<file path="config.mk">
export PLATFORM = sky130hd
export DESIGN_NAME = pru_queue
export DESIGN_NICKNAME = d
export VERILOG_FILES = /design/src/hw/rtl/pru_pkg.sv /design/src/hw/rtl/pru_queue.sv
export SDC_FILE = /design/constraint.sdc
export NUM_CORES = 1
export LEC_CHECK = 0
export BUFFER_PORTS_ARGS = -buffer_cell sky130_fd_sc_hd__buf_2
export CORE_ASPECT_RATIO = 0.9
export CORE_UTILIZATION = 33
export DETAILED_ROUTE_END_ITERATION = 8
export GPL_TIMING_DRIVEN = 0
export SYNTH_ARGS = -nofsm -noshare
export SYNTH_HDL_FRONTEND = slang
export SYNTH_SLANG_ARGS = --single-unit
</file>
<file path="constraint.sdc">
create_clock -name clk -period 4.5 [get_ports clk]
set_clock_uncertainty 0.15 [all_clocks]
set_input_delay 0.225 -clock clk [delete_from_list [all_inputs] [get_ports clk]]
set_output_delay 0.225 -clock clk [all_outputs]
set_load 0.02 [all_outputs]
</file>
<file path="src/hw/rtl/pru_pkg.sv">
// ----------------------------------------------------------------------------
// pru_pkg
// Shared types, codes and limits of the PNG row unfilter.
// ----------------------------------------------------------------------------
package pru_pkg;

  // default limits of the line store and of the Sub ring
  localparam int ROW_BYTES_MAX_DEF   = 8192;
  localparam int PIXEL_BYTES_MAX_DEF = 8;

  // widths wide enough for the top of each limit's range
  localparam int POS_W  = 16;
  localparam int RIDX_W = 4;

  // configuration port
  localparam int CFG_IDX_W  = 1;
  localparam int CFG_DATA_W = 14;
  localparam logic [CFG_IDX_W-1:0] REG_BPP = 1'd0;
  localparam logic [CFG_IDX_W-1:0] REG_BPR = 1'd1;

  // result status codes
  localparam logic [1:0] ST_OK      = 2'd0;
  localparam logic [1:0] ST_BAD_TAG = 2'd1;
  localparam logic [1:0] ST_SHORT   = 2'd2;

  // row tags
  localparam logic [1:0] TAG_NONE = 2'd0;
  localparam logic [1:0] TAG_SUB  = 2'd1;
  localparam logic [1:0] TAG_UP   = 2'd2;

  // queue between front and back
  localparam int QUEUE_DEPTH = 4;

  typedef struct packed {
    logic [7:0] data_byte;
    logic       end_of_stream;
  } in_item_t;

  typedef struct packed {
    logic [7:0] out_byte;
    logic [1:0] status;
    logic       stream_done;
  } out_item_t;

  // one classified item on its way to the back
  typedef struct packed {
    logic              is_data;   // writes the stores
    logic [1:0]        status;
    logic              done;
    logic [7:0]        data_byte;
    logic              sub_hit;   // add the ring byte
    logic              up_hit;    // add the line store byte
    logic [POS_W-1:0]  pos;
    logic [RIDX_W-1:0] ridx;      // ring slot of this byte
    logic [RIDX_W-1:0] sidx;      // ring slot of the left neighbour
  } op_t;

endpackage

</file>
<file path="src/hw/rtl/pru_queue.sv">
// ----------------------------------------------------------------------------
// pru_queue
// Short operation queue between the row parser and the decode back.
// ----------------------------------------------------------------------------
module pru_queue import pru_pkg::*; (
  input  logic clk,
  input  logic rst,
  input  logic push,
  output logic push_ready,
  input  op_t  push_op,
  input  logic pop,
  output logic pop_valid,
  output op_t  pop_op
);

  localparam int IDX_W = (QUEUE_DEPTH > 1) ? $clog2(QUEUE_DEPTH) : 1;
  localparam int CNT_W = $clog2(QUEUE_DEPTH + 1);
  localparam logic [IDX_W-1:0] IDX_LAST = IDX_W'(QUEUE_DEPTH - 1);

  op_t              slots [QUEUE_DEPTH];
  logic [IDX_W-1:0] wr_ptr;
  logic [IDX_W-1:0] rd_ptr;
  logic [CNT_W-1:0] count;

  assign push_ready = (count != CNT_W'(QUEUE_DEPTH));
  assign pop_valid  = (count != '0);
  assign pop_op     = slots[rd_ptr];

  always_ff @(posedge clk) begin
    if (push) begin
      slots[wr_ptr] <= push_op;
    end
  end

  always_ff @(posedge clk) begin
    if (rst) begin
      wr_ptr <= '0;
      rd_ptr <= '0;
      count  <= '0;
    end else begin
      if (push) begin
        wr_ptr <= (wr_ptr == IDX_LAST) ? '0 : wr_ptr + IDX_W'(1);
      end
      if (pop) begin
        rd_ptr <= (rd_ptr == IDX_LAST) ? '0 : rd_ptr + IDX_W'(1);
      end
      case ({push, pop})
        2'b10:   count <= count + CNT_W'(1);
        2'b01:   count <= count - CNT_W'(1);
        default: count <= count;
      endcase
    end
  end

endmodule

</file>
**After elaboration in Yosys (flattened, before gate mapping)**

Memories as Yosys holds them, arrays and structs flattened. A register that Yosys moved wholly into a read port is not among the register bits.
Cells that the tools add are included.
W data, S select, Z words.

- Add/subtract/negate cells: 4
- Equality and inequality tests: 5
- Multiplexer cells: 7
- Reductions and logical operators: 2

Operators with widths:

| operator | number |
|---|---|
| $mux W2 | 4 |
| $eq A2 B2 Y1 const B | 3 |
| $pmux W3 S2 | 1 |
| $add A2 B1 Y2 const B | 2 |
| $add A3 B1 Y3 const B | 1 |
| $ne A3 B3 Y1 const B | 1 |
| $reduce_bool A3 Y1 | 1 |
| $sub A3 B1 Y3 const B | 1 |
| $eq A2 B1 Y1 const B | 1 |
| $mux W1 | 2 |
| $reduce_bool A2 Y1 | 1 |

- Bits in registers: 7
- Bits in writable memories: 152
- Bits of input ports: 42
- Output and inout port bits: 40
- Memories: 1

Memory list:

| name | words | width | rd ports | clocked after Yosys merged registers in | write ports | RTL line | RTL |
|---|---|---|---|---|---|---|---|
| slots | 4 | 38 | 1 | 1 | 1 | pru_queue.sv:20 | `op_t slots [QUEUE_DEPTH];` |

**Logic depth before layout (Yosys ltp)**

- Word-level depth: 4
- Depth in mapped cells: 7
- Mapped depth without buffers: 7

**Worst setup path after synthesis**

Ideal clock, no wire load.

- Path type: register to register
- Start: reg wr_ptr[0]
- End: mem slots[3][0] (netlist name), enable pin
- Arrival: 1.476 ns
- Data required time: 3.951 ns
- Setup slack: 2.475 ns
- Cell stages (with the launch flop): 3
- Period minus slack after synthesis: 2.025 ns
- Path through: dfxtp_1 -> ha_1 -> and2_1

RTL lines:

| item | RTL line | RTL |
|---|---|---|
| start, declared | pru_queue.sv:21 | `logic [IDX_W-1:0] wr_ptr;` |
| start signal, assigned | pru_queue.sv:42 | `wr_ptr <= (wr_ptr == IDX_LAST) ? '0 : wr_ptr + IDX_W'(1);` |
| end, declared | pru_queue.sv:20 |  |

No word-level cell before the write port.

==> metrics.md <==
| Metric | Value |
|---|---|
| Area share of the largest cell type after synthesis | 76.77% |
| Total wire length | 10570 µm |
| CP max stage cell | buf_2 |
| Cell family with most CP delay | buffers and inverters |
| Top_reg_cell synth | edfxtp_1 |
| Syn Nets | 295 |
| Slew @ Worst Pin | 0.6340 ns |
| RSZ-0062 raised after global routing | false |
| Clock Sinks | 161 |
| Cell taking the most area after synthesis | edfxtp_1 |
| I/O pins | 82 |
| Worst path depth | 4 |
| Ant diodes | 0 |
| Nets@finish | 439 |
| Vias in the first global route | 3066 |
| Register area share after synthesis | 79.80% |
| DRT iter0 DRCs | 192 |
| Drt first pass iters | 4 |
| Final GP Congestion | 0.6634 |
| Synth area leaders | edfxtp_1, mux4_2, dfxtp_1 |
| Reg2reg path depth | 3 |
| Tightest Hold Check Type | input port to flip-flop |
| Crit. End Element | output port |
| Detail Placement HPWL | 6735 µm |
| Post-route total power | 3.605 mW |
| CTS Root Cell | clkbuf_16 |
| Synth Warn # | 0 |
| R2R Setup Slk | 2.64 ns |
| VDD IR max | 0.0002446 V |
| Commonest cells after routing, fill and taps aside | edfxtp_1, buf_2, dlygate4sd3_1, mux4_2, clkbuf_16 |
| Vias | 2889 |
| First-pass GRT wire length | 16460 µm |
| CTS tree | done |
| Worst Hold Depth | 3 |
| GRT overflow | 0 |
| CTS Buf Count | 17 |
| Max-cap viol count | 0 |
| Final Cycle Share | 51.11% |
| DRC | 0 |
| Top cell by count, worst path | buf_2 |
| Chip Height | 129.3 µm |
| Max-slew violations | 0 |
| Power Dens Cells | 462.0 nW/µm² |
| Seq cells post-synth | 161 |
| FMAX | 434.8 MHz |
| Area grow syn2layout | 31.23% |
| Mean Syn Cell Area | 24.17 µm² |
| Port Buffers | 81 |
| Largest net degree at the start of global routing | 21 |
| Starting Density | 33.76% |
| CTS clock-pin slew for the worst setup and hold paths | 0.06 ns |
| Hold_sp | pop |
| Critical path's largest stage delay | 0.36 ns |
| Cell Rows | 46 |
| CP required | 4.12 ns |
| Die X | 143.5 µm |
| Rel. slew slack | 57.73% |
| CP Cell Sequence | buf_2, buf_2, mux4_2, buf_2 |
| Post_cts resized | 0 |
| Mapped Area | 5946 µm² |
| Critical path launch point type | flip-flop |
| Cells after Synth | 246 |
| H-tree depth | 4 |
| Status | complete, no violations |
| Vias per inst | 4.493 |
| CP Data Arrival Time | 1.92 ns |
| CP Buf/Inv Count | 3 |
| Utilization after layout | 44.30% |
| Crit path max fanout | 10 |
| Fillers | 1548 |
| Asr flop ratio synth | 0% |
| Longest Clk Path Bufs | 2 |
| Total Die Area | 18560 µm² |
| DR WL/cell | 16.44 µm |
| Leakage | 2.703 nW |
| Post-DRT Antenna Nets | 0 |
| GRT Resource Usage Total | 12.38% |
| Worst R2R Start | wr_ptr[0] |
| Post-synth EDFFs | 152 |
| Final TNS setup | 0 ns |
| Final Hold Vio Count | 0 |
| Commonest non-fill, non-tap cell in the layout | edfxtp_1 |
| Worst skew pair latency | 0.41 ns |
| Antenna violations before repair | 0 |
| Core area | 17610 µm² |
| Netlist cell types | 20 |
| Layout cells sized above 1 | 40.69% |
| Setup CP Type | flip-flop to output port |
| Min Tclk post-route | 2.300 ns |
| Setup-failing EPs final | 0 |
==> registers in the layout, summed over array words and instances (netlist names), named ones only <==
name and count:
wr_ptr 2, rd_ptr 2, count 3, slots 152
==> worst register-to-register path, stage by stage, from the launching register on <==
cell	delay, ns
dfxtp_1	0.39
ha_1	0.20
and2_2	0.55
buf_16	0.25
==> path summary, 6_finish.rpt <==
kind / to
min: rd_ptr[1]
max reg2reg: slots[3][9]
min reg2reg: count[1]
max: pop_op[9]
==> power breakdown <==
group	switching, mW	internal [mW]
clock network	0.543	0.988
logic	0.192	0.160
registers	0.0163	1.71
==> through the flow <==
stage	instance area [µm²]	hold slack [ns]	setup slack (ns)	std cells
after global routing	7802	0.07105	2.052	643
after global placement	6651	0.2852	1.719	567
final	7802	0.02918	2.200	643
after detailed placement	6759	0.2916	2.575	571
after CTS	7802	0.02081	2.128	643
after floorplan	5946	0.1441	2.475	246
==> cell type report <==
| cell class | instances | area [µm²] | share of cell area, % |
|---|---|---|---|
| Buffer | 8 | 77.57 | 0.9942 |
| Clock buffer | 23 | 488.0 | 6.254 |
| Clock inverter | 9 | 155.1 | 1.988 |
| Inverter | 7 | 26.28 | 0.3368 |
| Multi-Input combinational cell | 70 | 1102 | 14.13 |
| Sequential cell | 161 | 4745 | 60.81 |
| Tap cell | 240 | 300.3 | 3.849 |
| Timing Repair Buffer | 125 | 908.4 | 11.64 |
==> per-layer routing <==
layer | wire (µm) | part of all wire [%] | up-vias | track usage (%)
met3 | 499 | 4.7 | 13 | 3.917
met2 | 5353 | 51 | 59 | 20.45
met1 | 4555 | 43 | 1511 | 14.95
met4 | 161 | 1.5 | 0 | 5.444
met5 | 0 | 0 | - | 0
li1 | - | - | 1306 | -
==> Yosys cell counts, drive strengths merged, types with 2 or more instances <==
master and number:
nor3b 2, and2 4, mux4 38, mux2i 2, buf 7, ha 6
xor2 2, a21oi 4, dfxtp 9, edfxtp 152, inv 7, or3 2
nor2 7
==> cell families (layout without fill, tap and decap cells) <==
kind of cell             count (synthesis)  count (layout)  synth area share, %
buffers and inverters                   15             172                1.747
AO/OA/AOI/OAI                            5               5               0.4208
multiplexers                            40              40                14.73
flip-flops                             161             161                79.80
adder cells (fa/ha/maj)                  7               7                1.599
AND/OR/NAND/NOR                         16              16                1.410
XOR/XNOR                                 2               2               0.2947
==> what timing repair did <==
item,CTS,global route
hold endpoints to repair,161,0
hold buffers,40,0
endpoints found under the setup margin,0,0
setup buffers,0,0
Note: power is estimated with default switching activity, not from simulation.
