## src/hw/rtl/pru_pkg.sv

```systemverilog
// ----------------------------------------------------------------------------
// pru_pkg
// Shared types, codes and limits of the PNG row unfilter.
// ----------------------------------------------------------------------------
package pru_pkg;

  // default limits of the line store and of the Sub ring
  localparam int ROW_BYTES_MAX_DEF   = 8192;
  localparam int PIXEL_BYTES_MAX_DEF = 8;

  // widths wide enough for the top of each limit's range
  localparam int POS_W  = 16;
  localparam int RIDX_W = 4;

  // configuration port
  localparam int CFG_IDX_W  = 1;
  localparam int CFG_DATA_W = 14;
  localparam logic [CFG_IDX_W-1:0] REG_BPP = 1'd0;
  localparam logic [CFG_IDX_W-1:0] REG_BPR = 1'd1;

  // result status codes
  localparam logic [1:0] ST_OK      = 2'd0;
  localparam logic [1:0] ST_BAD_TAG = 2'd1;
  localparam logic [1:0] ST_SHORT   = 2'd2;

  // row tags
  localparam logic [1:0] TAG_NONE = 2'd0;
  localparam logic [1:0] TAG_SUB  = 2'd1;
  localparam logic [1:0] TAG_UP   = 2'd2;

  // queue between front and back
  localparam int QUEUE_DEPTH = 4;

  typedef struct packed {
    logic [7:0] data_byte;
    logic       end_of_stream;
  } in_item_t;

  typedef struct packed {
    logic [7:0] out_byte;
    logic [1:0] status;
    logic       stream_done;
  } out_item_t;

  // one classified item on its way to the back
  typedef struct packed {
    logic              is_data;   // writes the stores
    logic [1:0]        status;
    logic              done;
    logic [7:0]        data_byte;
    logic              sub_hit;   // add the ring byte
    logic              up_hit;    // add the line store byte
    logic [POS_W-1:0]  pos;
    logic [RIDX_W-1:0] ridx;      // ring slot of this byte
    logic [RIDX_W-1:0] sidx;      // ring slot of the left neighbour
  } op_t;

endpackage

```

## src/hw/rtl/pru_front.sv

```systemverilog
// ----------------------------------------------------------------------------
// pru_front
// Row parser: tracks tags, position and stream state, and classifies each
// byte into an operation for the back.
// ----------------------------------------------------------------------------
module pru_front import pru_pkg::*; #(
  parameter int ROW_BYTES_MAX   = ROW_BYTES_MAX_DEF,
  parameter int PIXEL_BYTES_MAX = PIXEL_BYTES_MAX_DEF
) (
  input  logic            clk,
  input  logic            rst,
  input  logic [3:0]      bpp,
  input  logic [13:0]     bpr,
  input  logic            in_valid,
  output logic            in_ready,
  input  in_item_t        in_item,
  output logic            push,
  input  logic            push_ready,
  output op_t             op
);

  localparam logic [16:0] RBM_V = 17'(ROW_BYTES_MAX);
  localparam logic [4:0]  PBM_V = 5'(PIXEL_BYTES_MAX);
  localparam logic [RIDX_W-1:0] RIDX_LAST = RIDX_W'(PIXEL_BYTES_MAX - 1);

  logic              awaiting_tag, awaiting_tag_next;
  logic              first_row, first_row_next;
  logic              discarding, discarding_next;
  logic [1:0]        row_filter, row_filter_next;
  logic [POS_W-1:0]  pos, pos_next;
  logic [RIDX_W-1:0] ridx, ridx_next;

  logic              accept;
  logic [4:0]        eff_bpp;
  logic [16:0]       eff_bpr;
  logic              row_end;
  logic [4:0]        ridx5;
  logic [4:0]        sidx5;

  assign in_ready = push_ready;
  assign accept   = in_valid & in_ready;

  always_comb begin
    if (bpp == 4'd0) begin
      eff_bpp = 5'd1;
    end else if ({1'b0, bpp} > PBM_V) begin
      eff_bpp = PBM_V;
    end else begin
      eff_bpp = {1'b0, bpp};
    end
    if (bpr == 14'd0) begin
      eff_bpr = 17'd1;
    end else if ({3'b0, bpr} > RBM_V) begin
      eff_bpr = RBM_V;
    end else begin
      eff_bpr = {3'b0, bpr};
    end
  end

  assign row_end = ({1'b0, pos} + 17'd1) >= eff_bpr;
  assign ridx5   = {1'b0, ridx};
  assign sidx5   = (ridx5 >= eff_bpp) ? (ridx5 - eff_bpp) : (ridx5 + PBM_V - eff_bpp);

  always_comb begin
    awaiting_tag_next = awaiting_tag;
    first_row_next    = first_row;
    discarding_next   = discarding;
    row_filter_next   = row_filter;
    pos_next          = pos;
    ridx_next         = ridx;
    push              = 1'b0;
    op                = '0;
    op.data_byte      = in_item.data_byte;
    op.done           = in_item.end_of_stream;
    op.pos            = pos;
    op.ridx           = ridx;
    op.sidx           = sidx5[RIDX_W-1:0];

    if (accept) begin
      if (discarding) begin
        if (in_item.end_of_stream) begin
          discarding_next = 1'b0;
        end
      end else if (awaiting_tag) begin
        if (in_item.data_byte > 8'd2) begin
          push      = 1'b1;
          op.status = ST_BAD_TAG;
          discarding_next = ~in_item.end_of_stream;
        end else begin
          row_filter_next   = in_item.data_byte[1:0];
          awaiting_tag_next = 1'b0;
          pos_next          = '0;
          ridx_next         = '0;
          if (in_item.end_of_stream) begin
            push      = 1'b1;
            op.status = ST_SHORT;
          end
        end
      end else begin
        push       = 1'b1;
        op.is_data = 1'b1;
        op.status  = (in_item.end_of_stream && !row_end) ? ST_SHORT : ST_OK;
        op.sub_hit = (row_filter == TAG_SUB) && ({1'b0, pos} >= {12'b0, eff_bpp});
        op.up_hit  = (row_filter == TAG_UP) && !first_row;
        if (row_end) begin
          awaiting_tag_next = 1'b1;
          first_row_next    = 1'b0;
          pos_next          = '0;
        end else begin
          pos_next  = pos + POS_W'(1);
          ridx_next = (ridx == RIDX_LAST) ? '0 : ridx + RIDX_W'(1);
        end
      end
      // end of stream: restart the stream state
      if (in_item.end_of_stream) begin
        awaiting_tag_next = 1'b1;
        first_row_next    = 1'b1;
        discarding_next   = 1'b0;
        pos_next          = '0;
      end
    end
  end

  always_ff @(posedge clk) begin
    if (rst) begin
      awaiting_tag <= 1'b1;
      first_row    <= 1'b1;
      discarding   <= 1'b0;
      row_filter   <= TAG_NONE;
      pos          <= '0;
      ridx         <= '0;
    end else begin
      awaiting_tag <= awaiting_tag_next;
      first_row    <= first_row_next;
      discarding   <= discarding_next;
      row_filter   <= row_filter_next;
      pos          <= pos_next;
      ridx         <= ridx_next;
    end
  end

endmodule

```

## config.mk

```make
export PLATFORM = sky130hd
export DESIGN_NAME = pru_front
export DESIGN_NICKNAME = d
export VERILOG_FILES = /design/src/hw/rtl/pru_pkg.sv /design/src/hw/rtl/pru_front.sv
export SDC_FILE = /design/constraint.sdc
export NUM_CORES = 1
export LEC_CHECK = 0
export BUFFER_PORTS_ARGS = -buffer_cell sky130_fd_sc_hd__buf_2
export CELL_PAD_IN_SITES_DETAIL_PLACEMENT = 0
export CELL_PAD_IN_SITES_GLOBAL_PLACEMENT = 1
export CORE_MARGIN = 4
export CORE_UTILIZATION = 30
export DETAILED_ROUTE_END_ITERATION = 16
export PLACE_DENSITY_LB_ADDON = 0.1
export RECOVER_POWER = 25
export SETUP_SLACK_MARGIN = 0.15
export SYNTH_ARGS = -nofsm -noshare
export SYNTH_HDL_FRONTEND = slang
export SYNTH_SLANG_ARGS = --single-unit
```

## constraint.sdc

```tcl
create_clock -name clk -period 5.5 [get_ports clk]
set_clock_uncertainty 0.15 [all_clocks]
set_input_delay 1.1 -clock clk [delete_from_list [all_inputs] [get_ports clk]]
set_output_delay 1.1 -clock clk [all_outputs]
set_load 0.05 [all_outputs]
```

# Word level (Yosys, flattened, before mapping)
# Cells that the tools add are included.
[totals] reg_bits=25 word_cells=85 input_bits=31 output_inout_bits=40
[op_classes] n_addsub=6 n_bitwise=4 magnitude_cmp=6 n_reduce_logical=13 n_eq_ne=8 mux=42
[op_table] op="16-bit 2-to-1 mux" n=5
[op_table] op="14-bit 2-to-1 mux" n=2
[op_table] op="4-bit 2-to-1 mux" n=7
[op_table] op="1-bit 2-to-1 mux" n=19
[op_table] op="16-bit by 1-bit adder with 17-bit output, second input constant" n=1
[op_table] op="17-bit greater-or-equal comparator" n=1
[op_table] op="16-bit by 1-bit adder with 16-bit output, second input constant" n=1
[op_table] op="16-bit by 5-bit greater-or-equal comparator with 1-bit output" n=1
[op_table] op="14-bit > comparator, second input constant" n=1
[op_table] op="14-bit logical NOT" n=1
[op_table] op="2-bit 2-to-1 mux" n=7
[op_table] op="4-bit AND reduction" n=3
[op_table] op="8-bit by 2-bit > comparator with 1-bit output, second input constant" n=1
[op_table] op="2-bit != test, second input constant" n=4
[op_table] op="4-bit subtractor" n=2
[op_table] op="3-bit 2-to-1 mux" n=2
[op_table] op="4-bit by 5-bit greater-or-equal comparator with 1-bit output" n=1
[op_table] op="4-bit by 1-bit adder with 4-bit output, second input constant" n=1
[op_table] op="4-bit adder, second input constant" n=1
[op_table] op="4-bit by 3-bit equality test with 1-bit output, second input constant" n=1
[op_table] op="4-bit > comparator, second input constant" n=1
[op_table] op="4-bit logical NOT" n=1
[op_table] op="1-bit logical AND" n=3
[op_table] op="3-bit != test, second input constant" n=1
[op_table] op="8 further kinds" n=11

# Longest topological paths before layout
# Gate-level depths: netlist (run 1).
[depth] ltp_word=10 depth_mapped=14 mapped_depth_nobuf=12

# Worst setup path before layout (run 1)
# No wires, ideal clock.
[synth_timing] path_type="input -> output" startpoint="input bpp[3]" endpoint="output op[3] (netlist name)" slack_ns=0.639 path_buffers=0 arrival_ns=3.611 t_required_ns=4.250 path_stages=8 cell_sequence="inv_1 > nand2_1 > ha_1 > ha_1 > fa_1 > xor2_1 > a22o_1 > o21ai_0"
[synth_lines] item="start: declaration" line="pru_front.sv:12" text="input logic [3:0] bpp,"
[synth_lines] item="end: declaration" line="pru_front.sv:19" text="output op_t op"

==> results of run 1 <==
[state kept, by name, indices dropped and copies added, names as in the netlist]
register	cells
first_row	1
awaiting_tag	1
discarding	1
ridx	4
pos	16
row_filter	2
[kinds of logic (layout without fill, tap and decap cells)]
group	Yosys count	in the layout
simple gates	106	106
compound gates	50	50
buf+inv	34	91
fa+ha+maj	28	28
flops	25	25
xor+xnor	14	14
mux	1	1
[routing by layer]
layer	up-vias	wire length [um]	share of wire
li1	1046	-	-
met5	-	0	0
met2	46	2569	0.44
met1	941	3017	0.51
met4	0	19	0.0032
met3	2	280	0.048
[cell type report]
| class | count | area (um2) |
|---|---|---|
| Fill cell | 740 | 4338 |
| Multi-Input combinational cell | 199 | 1466 |
| Sequential cell | 25 | 500.5 |
| Timing Repair Buffer | 71 | 337.8 |
| Tap cell | 96 | 120.1 |
| Inverter | 16 | 60.06 |
| Clock buffer | 3 | 41.29 |
| Clock inverter | 1 | 5.005 |
[through the flow]
step / setup slack, ns / hold slack [ns] / area [um2]
global placement: 0.7391 / 0.3084 / 2505
detailed placement: 0.7222 / 0.3074 / 2505
CTS: 0.7115 / 0.3247 / 2551
finish: 0.7309 / 0.3224 / 2531
floorplan: 0.6394 / 0.2902 / 2138
global route: 0.4389 / 0.3421 / 2531
[worst max-delay path, delay by kind of cell]
kind	cells	cell delay, ns
adder cells (fa/ha/maj)	1	0.29
buffers and inverters	2	0.30
AND/OR/NAND/NOR	8	1.25
AO/OA/AOI/OAI	2	0.57
[cell usage in the layout, fill, tap and decap left out, drive strengths merged, types with 2 or more instances in the layout]
cell    instances
nor4b           2
nor2           21
and2            2
a211oi          3
nand2b          2
o21ai           8
a32o           13
o21a            2
ha             25
nand4           8
xnor2           7
fa              3
nand3          11
a31oi           6
dfxtp          25
nand2          32
nand3b          4
inv            16
or3             2
xor2            7
nor3            7
buf            55
clkbuf         19
and3            3
nor4            6
a21oi          11
[worst paths after layout]
path	cells after the start	start	end
hold reg to reg	2	first_row$_SDFFE_PP1P_	first_row$_SDFFE_PP1P_
setup / recovery	13	bpr[0]	op[36]
hold / removal	2	first_row$_SDFFE_PP1P_	first_row$_SDFFE_PP1P_
setup reg to reg	13	pos[0]$_SDFFE_PP0P_	ridx[1]$_SDFFE_PP0P_
[power groups by stage]
stage	Clock, uW	Sequential (uW)	Combinational, uW
finish	114	182	96.0
global route	124	182	107
CTS	118	182	97.2
detailed placement	0	186	96.6
global placement	0	186	96.7
floorplan	0	186	71.1
==> flow_summary_export.csv, run 1 <==
group,metric,value,unit
status,status,"finished, final reports clean",
synthesis,synth.most_common_cell,"nand2_1",
clocking,cts_buffers,3,
timing,worstMarginPinSlew,0.9714,ns
layout,diodes,0,
synthesis,synth.distinct_cells,45,
power,p_switching,131.3,uW
synthesis,syn_inst,258,
grt,grt.busiest_layer,"met2",
layout,final_layout_size_suffix_gt1_frac,0.2190,
routing,avgRoutedWirePerCell,14.32,um
setup_path,r2r_setup_slack,1.85,ns
grt,grtUsageTotal,0.1415,
routing,first_pass_iters,5,
synthesis,yosys_warnings,0,
power,p_sw_frac,0.3347,
clocking,clk_path_buf_depth,2,
synthesis,netlist_area,0.002138,mm2
clocking,path_clk_slew,0.10,ns
power,pwr-share-comb,0.245,
clocking,cts_resized,0,
power,pwr-share-seq,0.464,
timing,setup_viol,0,
clocking,ctsHoldBuffers,0,
routing,ant_nets,0,
grt,grt_start_max_net_pins,23,
timing,maxSlewViolCount,0,
layout,nNetsFinal,375,
synthesis,synth-edff-count,0,
timing,fmax,0.2097,GHz
layout,fin_util,0.3685,
routing,drt-initial-drc-count,65,
layout,area_growth,18.37,%
synthesis,synth.area.mux_share,0.004681,
setup_path,required,4.25,ns
run,cap_violations,0,
setup_path,critPathKind,"input port to output port",
synthesis,syn_avg_cell_area,8.288,um2
clocking,h-tree-depth,1,
clocking,insertion_delay,0.27,ns
hold_path,min_path_type,"register to register",
floorplanning,die_width,92.43,um
grt,grt_pass1_vias,1970,
floorplanning,fp-row-count,30,
grt,use_met2,0.2211,
power,p_total,392.3,uW
placement,dp.cells,407,
timing,relSlewSlack,0.3500,
setup_path,end_kind,"output port",
layout,layout.cells.non_filler,411,
grt,gr-usage-met3,0.02600,
routing,wirelength,5.885,mm
power,p_leak,0.001158,uW
clocking,cts_tree,"yes",
timing,tns,0,ns
synthesis,synth-xor-area-share,0.05734,
setup_path,setup.worst_path.start_class,"input port",
floorplanning,core,0.006869,mm2
grt,grt_util_met1,0.2082,
routing,drc,0,
placement,numPortBuffers,70,
setup_path,crit_slowest_cell,"nor4_1",
synthesis,ys_seq_area_frac,0.2341,
power,ir_worst_vdd,73.83,uV
floorplanning,die_y,92.43,um
grt,overflow,0,
placement,gp_congestion,0.7471,
synthesis,synthSimpleGateAreaFrac,0.2645,
timing,fin_crit_sh,0.8671,
synthesis,synth_compound_area_frac,0.1849,
grt,grt_first_pass_wirelength,9.901,mm
setup_path,worst_ep_arrival_time,3.52,ns
setup_path,path_max_fanout,3,
grt,antenna_found_initial,0,
timing,rsz0062_at_grt,"false",
synthesis,yosys.area.top_type,"dfxtp_1",
routing,num_vias,2035,
power,power_density,155.0,mW/mm2
setup_path,cp_cell_sequence,"buf_2 > nor4_1 > nand4_1 > nand2_1 > nand2_1 > ha_1 > nand4_1 > nor3_1 > nor3_1 > o311ai_2 > nor3_2 > o21a_1 > buf_2",
synthesis,synthAdderAreaFrac,0.1744,
setup_path,critPathMaxStageDelay,0.38,ns
synthesis,synth_nets,317,
routing,routed_via_density,4.951,
power,clockPowerShare,0.292,
floorplanning,start_util,0.3113,
clocking,clock_sinks,25,
floorplanning,dieArea,0.008542,mm2
synthesis,synth_area_leaders,"dfxtp_1 23%, ha_1 15%, a32o_1 6.1%",
synthesis,synth_top_area_frac,0.2341,
floorplanning,ios,71,
synthesis,yosys-top-cells-count,"32 x nand2_1, 25 x dfxtp_1, 25 x ha_1, 21 x nor2_1, 16 x inv_1",
power,p_int,261.0,uW
placement,hpwl,4.728,mm
clocking,root_buffer,"clkbuf_8",
synthesis,async_reset_ff_frac,0,
clocking,cts_setup_buffers,0,
synthesis,synth_top_family_by_area,"simple AND/OR/NAND/NOR gates",
timing,finalHoldViolCount,0,
synthesis,ys_ff_latch,25,
synthesis,synth_top_flop_cell,"dfxtp_1",
timing,fin_crit,4.769,ns
Note: power is estimated with default switching activity, not from simulation.
==> run 2: changes to the inputs <==
BUFFER_PORTS_ARGS = not set   (was -buffer_cell sky130_fd_sc_hd__buf_2)
DONT_BUFFER_PORTS = 1   (was not set)
==> flow_summary_export.csv, run 2 (synthesis results as in run 1) <==
group,metric,value,unit
setup_path,end_kind,"output port",
floorplanning,dieArea,0.008542,mm2
floorplanning,fp-row-count,30,
grt,grt_start_max_net_pins,23,
routing,routed_via_density,5.073,
setup_path,r2r-end,"ridx[1]$_SDFFE_PP0P_",
layout,fill_cells,767,
clocking,cts_tree,"yes",
setup_path,worst_ep_arrival_time,3.61,ns
setup_path,critPathKind,"register to output port",
hold_path,worstHoldStart,"row_filter[0]$_SDFFE_PP0P_",
layout,top_regs,"pos (16), ridx (4), row_filter (2)",
clocking,root_buffer,"clkbuf_8",
timing,maxSlewViolCount,0,
clocking,path_clk_slew,0.09,ns
layout,layout.cells.non_filler,354,
layout,area_growth,7.724,%
floorplanning,start_util,0.3113,
routing,ant_nets,0,
setup_path,setup.worst_path.start_class,"register",
layout,fin_util,0.3353,
timing,tns,0,ns
clocking,insertion_delay,0.27,ns
setup_path,r2r_setup_slack,1.59,ns
layout,nNetsFinal,318,
grt,overflow,0,
layout,layout_commonest_cell,"nand2_1",
layout,final_cell_mix,"32 x nand2_1, 25 x ha_1, 25 x dfxtp_1",
floorplanning,ios,71,
hold_path,hold_depth,2,
clocking,clock_sinks,25,
floorplanning,die_width,92.43,um
timing,fin_crit_sh,0.8833,
layout,stdcell_area,0.002303,mm2
power,power_density,154.2,mW/mm2
power,ir_worst_vdd,78.52,uV
setup_path,required,4.25,ns
status,status,"finished, final reports clean",
timing,finalHoldViolCount,0,
power,p_leak,0.0009588,uW
setup_path,path_max_fanout,8,
timing,fmax,0.2058,GHz
timing,fin_crit,4.858,ns
layout,diodes,0,
hold_path,min_path_type,"register to register",
placement,gp_congestion,0.7234,
timing,worstMarginPinSlew,1.180,ns
clocking,clk_path_buf_depth,2,
layout,final_layout_size_suffix_gt1_frac,0.09302,
grt,antenna_found_initial,0,
routing,avgRoutedWirePerCell,16.53,um
placement,placed_area,0.002277,mm2
floorplanning,core,0.006869,mm2
grt,grt_first_pass_wirelength,9.680,mm
placement,dp.cells,350,
placement,numPortBuffers,0,
clocking,cts_resized,0,
run,cap_violations,0,
layout,largest_reg_flops,16,
clocking,cts_buffers,3,
timing,rsz0062_at_grt,"false",
clocking,ctsHoldBuffers,0,
setup_path,r2r.worst_path.cells,14,
grt,grtUsageTotal,0.1390,
timing,relSlewSlack,0.2098,
grt,grt_pass1_vias,1836,
routing,drc,0,
routing,num_vias,1796,
routing,wirelength,5.851,mm
setup_path,rr_startpoint,"pos[6]$_SDFFE_PP0P_",
layout,regMostFlops,"pos",
hold_path,hold_end,"row_filter[0]$_SDFFE_PP0P_",
routing,first_pass_iters,4,
floorplanning,die_y,92.43,um
clocking,cts_setup_buffers,0,
routing,drt-initial-drc-count,54,
placement,hpwl,4.762,mm
timing,setup_viol,0,
clocking,h-tree-depth,1,
[run 2: worst max-delay path, cell delays in order (launching register included)]
cell and delay [ns]:
dfxtp_1 0.32, clkbuf_1 0.75, nand4_4 0.23, inv_1 0.11, nand3_1 0.09, xnor2_1 0.21
ha_1 0.34, nand4_1 0.20, nor4_1 0.30, a211oi_1 0.08, nor2_1 0.25, nor3_2 0.08
o21a_1 0.23, buf_12 0.15
[run 2: final cells by class]
cell class              instances  area [um2]  area share
multi-input cells             199        1479      0.6420
repair buffers                 14       98.84     0.04291
well taps                      96       120.1     0.05215
inverters                      16       60.06     0.02607
clock buffers                   4       45.04     0.01955
flip-flops and latches         25       500.5      0.2173
[run 2: worst max-delay path by stage]
stage                                    from  endpoint  slack, ns  cells past startpoint
after floorplan                        bpp[3]     op[3]       0.64                      8
after global routing      pos[6]$_SDFFE_PP0P_    op[36]       0.31                     13
final                     pos[6]$_SDFFE_PP0P_    op[36]       0.64                     13
after detailed placement               bpr[6]    op[36]       0.94                     12
after CTS                 pos[0]$_SDFFE_PP0P_    op[36]       0.74                     13
after global placement                 bpr[0]    op[36]       0.88                     12
[run 2: report_power, final]
| part | switching [uW] | internal (uW) |
|---|---|---|
| clock | 59.8 | 51.8 |
| combinational | 44.3 | 17.4 |
| sequential | 0.486 | 181 |
| total | 105 | 251 |
[run 2: per-stage QoR]
step | hold WS (ns) | power (uW) | setup slack, ns
finish | 0.3300 | 355.3 | 0.6420
global route | 0.3444 | 374.9 | 0.3147
CTS | 0.3309 | 362.8 | 0.7381
detailed placement | 0.3202 | 248.6 | 0.9399
global placement | 0.3151 | 248.3 | 0.8754
floorplan | 0.2902 | 257.1 | 0.6394
[run 2: routing by layer]
layer	track usage	vias up	part of all wire	wire (um)
met3	0.04305	2	0.068	400
met4	0.01114	0	0.0032	19
li1	-	936	-	-
met1	0.1934	816	0.49	2876
met2	0.2193	42	0.44	2554
met5	0	-	0	0
